<file path="config.mk">
export PLATFORM = sky130hd
export DESIGN_NAME = crc10_augmented_configurable
export DESIGN_NICKNAME = d
export VERILOG_FILES = /design/src/rtl/crc10_pkg.sv /design/src/rtl/crc10_augmented_configurable.sv
export SDC_FILE = /design/constraint.sdc
export NUM_CORES = 1
export LEC_CHECK = 0
export BUFFER_PORTS_ARGS = -buffer_cell sky130_fd_sc_hd__buf_4
export CORE_MARGIN = 2
export CORE_UTILIZATION = 44
export CTS_CLUSTER_SIZE = 24
export DETAILED_ROUTE_END_ITERATION = 10
export PLACE_DENSITY = 0.72
export RECOVER_POWER = 100
export SYNTH_ARGS = -nofsm -noshare
export SYNTH_HDL_FRONTEND = slang
export SYNTH_SLANG_ARGS = --single-unit
</file>
<file path="constraint.sdc">
create_clock -name clk -period 4.79 [get_ports clk]
set_input_delay 0.479 -clock clk [delete_from_list [all_inputs] [get_ports clk]]
set_output_delay 0.479 -clock clk [all_outputs]
set_load 0.05 [all_outputs]
</file>
<file path="src/rtl/crc10_pkg.sv">
// Shared constants, register indexes and bit-step helpers for the CRC-10 unit.
package crc10_pkg;

  localparam int unsigned CRC_W  = 10;
  localparam int unsigned BYTE_W = 8;
  localparam int unsigned FLUSH_HALF = CRC_W / 2;

  typedef logic [CRC_W-1:0] crc_t;

  typedef enum logic [1:0] {
    REG_GENERATOR_POLY = 2'd0,
    REG_INITIAL_VALUE  = 2'd1,
    REG_LSB_FIRST      = 2'd2,
    REG_REFLECT_CRC    = 2'd3
  } cfg_reg_t;

  localparam crc_t POLY_RESET = crc_t'(563);
  localparam crc_t INIT_RESET = crc_t'(0);

  // One augmented shift: bit in at the bottom, XOR poly when bit 9 falls out.
  function automatic crc_t shift_bit(crc_t r, logic b, crc_t poly);
    crc_t s;
    s = {r[CRC_W-2:0], b};
    if (r[CRC_W-1]) begin
      s = s ^ poly;
    end
    return s;
  endfunction

  function automatic crc_t reverse_crc(crc_t v);
    crc_t r;
    for (int i = 0; i < CRC_W; i++) begin
      r[i] = v[CRC_W-1-i];
    end
    return r;
  endfunction

  function automatic crc_t shift_byte(crc_t r, logic [BYTE_W-1:0] d, logic lsb, crc_t poly);
    crc_t s;
    s = r;
    for (int i = 0; i < BYTE_W; i++) begin
      s = shift_bit(s, lsb ? d[i] : d[BYTE_W-1-i], poly);
    end
    return s;
  endfunction

  // Half of the ten-zero flush.
  function automatic crc_t flush_half(crc_t r, crc_t poly);
    crc_t s;
    s = r;
    for (int i = 0; i < FLUSH_HALF; i++) begin
      s = shift_bit(s, 1'b0, poly);
    end
    return s;
  endfunction

endpackage

</file>
<file path="src/rtl/crc10_augmented_configurable.sv">
// Top level of the configurable augmented CRC-10 unit.
// Takes one message byte per cycle while in_ready is high. The byte enters an input
// register; from there the eight bit shifts run against the running CRC register,
// which is the only feedback loop, so a byte can follow in every cycle unless a last
// byte waits for the flush. A last byte then passes through two flush stages of five
// zero shifts each and the output register, where its CRC is offered. A stalled
// result holds in the output register while the stages behind it keep filling.
// The polynomial, seed, bit order and reflection are written through the plain
// write port; the user must write them while the unit is idle, as the block does not enforce it.
module crc10_augmented_configurable (
  input  logic                     clk,
  input  logic                     rst,
  input  logic                     cfg_we,
  input  logic [1:0]               cfg_addr,
  input  logic [crc10_pkg::CRC_W-1:0] cfg_wdata,
  input  logic                     in_valid,
  output logic                     in_ready,
  input  logic [7:0]               data_byte,
  input  logic                     last_byte,
  output logic                     out_valid,
  input  logic                     out_ready,
  output logic [9:0]               crc_value
);

  crc10_pkg::crc_t generator_poly;
  crc10_pkg::crc_t initial_value;
  logic            lsb_first;
  logic            reflect_crc;

  crc10_pkg::crc_t crc_register;
  crc10_pkg::crc_t crc_register_next;
  logic            in_message;

  logic [7:0]      s1_data;
  logic            s1_last;
  logic            s1_valid;
  crc10_pkg::crc_t s2_crc;
  logic            s2_valid;
  crc10_pkg::crc_t s3_crc;
  logic            s3_valid;
  crc10_pkg::crc_t out_crc;

  logic out_free, s3_free, s2_free, s1_fire, s1_free;
  crc10_pkg::crc_t seed;

  assign out_free = !out_valid || out_ready;
  assign s3_free  = !s3_valid || out_free;
  assign s2_free  = !s2_valid || s3_free;
  assign s1_fire  = s1_valid && (!s1_last || s2_free);
  assign s1_free  = !s1_valid || s1_fire;
  assign in_ready = s1_free;

  assign seed = reflect_crc ? crc10_pkg::reverse_crc(initial_value) : initial_value;

  always_comb begin
    crc_register_next = crc10_pkg::shift_byte(in_message ? crc_register : seed,
                                              s1_data, lsb_first, generator_poly);
  end

  always_ff @(posedge clk) begin
    if (rst) begin
      generator_poly <= crc10_pkg::POLY_RESET;
      initial_value  <= crc10_pkg::INIT_RESET;
      lsb_first      <= 1'b0;
      reflect_crc    <= 1'b0;
    end else if (cfg_we) begin
      unique case (crc10_pkg::cfg_reg_t'(cfg_addr))
        crc10_pkg::REG_GENERATOR_POLY: generator_poly <= cfg_wdata;
        crc10_pkg::REG_INITIAL_VALUE:  initial_value  <= cfg_wdata;
        crc10_pkg::REG_LSB_FIRST:      lsb_first      <= cfg_wdata[0];
        crc10_pkg::REG_REFLECT_CRC:    reflect_crc    <= cfg_wdata[0];
        default: ;
      endcase
    end
  end

  always_ff @(posedge clk) begin
    if (rst) begin
      s1_valid     <= 1'b0;
      s2_valid     <= 1'b0;
      s3_valid     <= 1'b0;
      out_valid    <= 1'b0;
      in_message   <= 1'b0;
      crc_register <= '0;
    end else begin
      // input register
      if (s1_free) begin
        s1_valid <= in_valid;
      end
      // byte step; a last byte closes the message and moves on to the flush
      if (s1_fire) begin
        crc_register <= crc_register_next;
        in_message   <= !s1_last;
      end
      if (s2_free) begin
        s2_valid <= s1_fire && s1_last;
      end
      if (s3_free) begin
        s3_valid <= s2_valid;
      end
      if (out_free) begin
        out_valid <= s3_valid;
      end
    end
  end

  always_ff @(posedge clk) begin
    if (s1_free && in_valid) begin
      s1_data <= data_byte;
      s1_last <= last_byte;
    end
    if (s2_free && s1_fire && s1_last) begin
      s2_crc <= crc_register_next;
    end
    if (s3_free && s2_valid) begin
      s3_crc <= crc10_pkg::flush_half(s2_crc, generator_poly);
    end
    if (out_free && s3_valid) begin
      out_crc <= reflect_crc
                 ? crc10_pkg::reverse_crc(crc10_pkg::flush_half(s3_crc, generator_poly))
                 : crc10_pkg::flush_half(s3_crc, generator_poly);
    end
  end

  assign crc_value = out_crc;

endmodule
</file>
==> metrics.yaml <==
grt_max_degree: 42
routed_wl_mm: 15.05
postLayoutSetupSlackWorst_ps: 325.1
busiest_layer: "met2"
dieArea_sq_um: 15040
ys_ff_latch: 76
cts_resized: 0
rrSetupSlack_ps: 330
yosysUniqueCellTypes: 74
final-setup-viol-count: 0
rr_worst_depth: 14
syn_area_sq_um: 6195
rows: 43
ant_nets: 0
powerDensity_nw_per_um2: 502.8
syn-num-nets: 751
peakVddDrop_mv: 0.3634
crit_path_end_kind: "register"
min_period_ps: 4465
post_drt_via_cell_ratio: 5.556
async_flop_share_pct: 0
slew_violations: 20
hold_start: "data_byte[5]"
fp.dieW_um: 122.7
period_share_pct: 93.21
use_met3_pct: 4.322
hp-class: "input pin to register"
drive_above_1_share_pct: 11.33
cts.path.max_buffers: 2
critical_path_arrival_ps: 4550
r2r_end: "s2_crc[0]"
cp_max_fo: 22
start_kind: "register"
diodes: 0
wl_per_cell_um: 16.18
worstMarginPinSlew_ps: 2121
grtUsageTotal_pct: 20.94
start_util_pct: 44.80
nFillCells: 1254
grt_pass1_wl_mm: 24.26
cap_violations: 1
leakage_nw: 2.524
ys_seq_area_share_pct: 30.86
numClockSinks: 76
synthCells: 725
ys_warn_count: 0
holdBufCountCts: 0
antenna_found_initial: 0
slew_headroom_pct: -41.71
synth_top_flop_cell: "edfxtp_1"
grtUsageMet2_pct: 32.71
critPathKind: "register to register"
die_h_um: 122.7
cp.required_ps: 4870
boundaryPins: 38
synth-edff-count: 39
hold_depth: 1
place_worst_setup_slack_ps: 441.1
drcViolationCount: 0
drtPass1Iterations: 5
grt_pass1_vias: 4655
hold_viol_final: 0
cts_tree: "built"
numPortBuffers: 37
max_freq_mhz: 224.0
grt_util_met1_pct: 28.88
insertion_delay_ps: 340
violations: "max-capacitance violations, max-slew violations"
htreeDepth: 3
numCtsBuffers: 9
grt_remaining_overflow: 0
whs_endpoint: "s1_data[5]"
rsz0062_at_grt: "no"
post_cts_buffers: 0
core_region_area_sq_um: 13830
path_clk_slew_ps: 60
synthToLayoutAreaGrowth_pct: 11.05
outcome: "finished with violations"
hpwl_mm: 10.51
syn_avg_cell_area_sq_um: 8.544
reg2reg_from: "in_message"
skew_ps: 5.928
gp_congestion: 0.9154
nNetsFinal: 771
root_buffer: "clkbuf_16"
drtIter0Drc: 479
vias: 5167
tns_ps: 0
## power by group
group / switching (mW) / internal [mW]
registers: 0.0597 / 0.861
logic: 1.03 / 0.826
clock network: 0.273 / 0.413
## final cells by class
type / instances / area, sq um / area share (%)
repair buffers: 59 / 390.4 / 5.675
well taps: 180 / 225.2 / 3.274
multi-input cells: 591 / 4021 / 58.46
flip-flops and latches: 76 / 1912 / 27.79
clock inverters: 2 / 15.01 / 0.2183
inverters: 8 / 30.03 / 0.4365
clock buffers: 14 / 285.3 / 4.147
## cells in the final DEF, fill, tap and decap left out, types with 5 or more instances in the layout
cell / n
nor2b_1: 6
edfxtp_1: 39
a211oi_1: 6
mux2i_1: 40
a211o_1: 8
and3_1: 6
a21o_1: 7
nand3_1: 20
o21ai_0: 27
clkbuf_4: 9
xnor2_1: 121
nand2b_1: 5
xor2_1: 23
clkbuf_16: 10
a311oi_1: 5
dfxtp_1: 37
mux2_2: 5
buf_4: 36
a21oi_1: 17
nor2_1: 52
nand2_1: 149
nand3b_1: 8
nor3_1: 5
clkbuf_1: 16
nand4_1: 7
inv_1: 7
## sequential cells by signal, summed over array words and instances (netlist names)
signal          cells
s1_valid            1
s1_last             1
s3_valid            1
initial_value      10
generator_poly     10
in_message          1
s2_crc             10
crc_value          10
s2_valid            1
out_valid           1
s3_crc             10
lsb_first           1
s1_data             8
crc_register       10
reflect_crc         1
## synthesized netlist by cell type, types with 3 or more instances
| cell type | instances | area, sq um |
|---|---|---|
| clkbuf_1 | 34 | 127.6 |
| inv_1 | 7 | 26.28 |
| xnor2_1 | 121 | 1060 |
| mux2i_1 | 40 | 400.4 |
| o21ai_0 | 27 | 135.1 |
| nand4_1 | 7 | 43.79 |
| nor3_1 | 5 | 25.02 |
| a311oi_1 | 5 | 43.79 |
| a21oi_1 | 17 | 85.08 |
| a21o_1 | 7 | 52.55 |
| a31oi_1 | 3 | 18.77 |
| nand2_1 | 149 | 559.3 |
| buf_6 | 3 | 33.78 |
| xnor3_1 | 4 | 90.09 |
| edfxtp_1 | 39 | 1171 |
| buf_1 | 4 | 15.01 |
| xor2_1 | 23 | 201.4 |
| a32oi_1 | 4 | 35.03 |
| buf_2 | 7 | 35.03 |
| nor2_1 | 52 | 195.2 |
| a211oi_1 | 6 | 45.04 |
| and4_1 | 3 | 26.28 |
| and3_1 | 5 | 31.28 |
| dfxtp_1 | 37 | 740.7 |
| nand3b_1 | 8 | 60.06 |
| nand3_1 | 20 | 100.1 |
| and2_1 | 7 | 43.79 |
| nor2b_1 | 6 | 37.54 |
| nand2b_1 | 5 | 31.28 |
| o211ai_1 | 4 | 30.03 |
| mux2_2 | 5 | 56.30 |
| a211o_1 | 8 | 70.07 |
## critical path, stage by stage, from the launching register on
cell     delay, ps
dfxtp_1        720
nor2b_1        380
a21o_1         350
nand3_2        170
and4_1         320
nor2_4         210
xnor3_1        450
nand2_1         80
mux2i_1         80
or3_1          460
and3_1         260
xor2_2         120
buf_4          250
nand2_1        120
xor2_1         210
## metal layers
layer  vias up  share of wire [%]
met4         0                2.0
met2       197                 44
met5         -                  0
met1      2408                 46
met3        21                7.2
li1       2541                  -
## worst max path at each step
| stage | start | end | depth (start not counted) |
|---|---|---|---|
| floorplan | generator_poly[9] | s2_crc[0] | 16 |
| global placement | in_message | s2_crc[0] | 14 |
| detailed placement | in_message | s2_crc[0] | 14 |
| CTS | in_message | s2_crc[0] | 14 |
| finish | in_message | s2_crc[0] | 14 |
| global route | in_message | s2_crc[0] | 14 |
## kinds of logic (layout without fill, tap and decap cells)
logic type	after synthesis	count (layout)	share of synthesized area (%)
XOR/XNOR	151	151	22.60
multiplexers	46	46	7.614
AND/OR/NAND/NOR	281	281	20.76
flip-flops	76	76	30.86
AO/OA/AOI/OAI	113	113	14.02
buffers and inverters	58	83	4.140
## through the flow
stage                     utilization [%]  area, sq um  hold slack [ps]  cells  power (mW)
after CTS                           50.20         6942            298.4    930       3.473
after global placement              48.03         6641            473.1    914       2.745
after floorplan                         -         6195            446.5    725       2.445
final                               49.75         6879            331.8    930       3.459
after detailed placement            48.03         6641            481.5    914       2.774
after global routing                49.75         6879            320.7    930       3.689
Power figures use the tool's default switching activity.
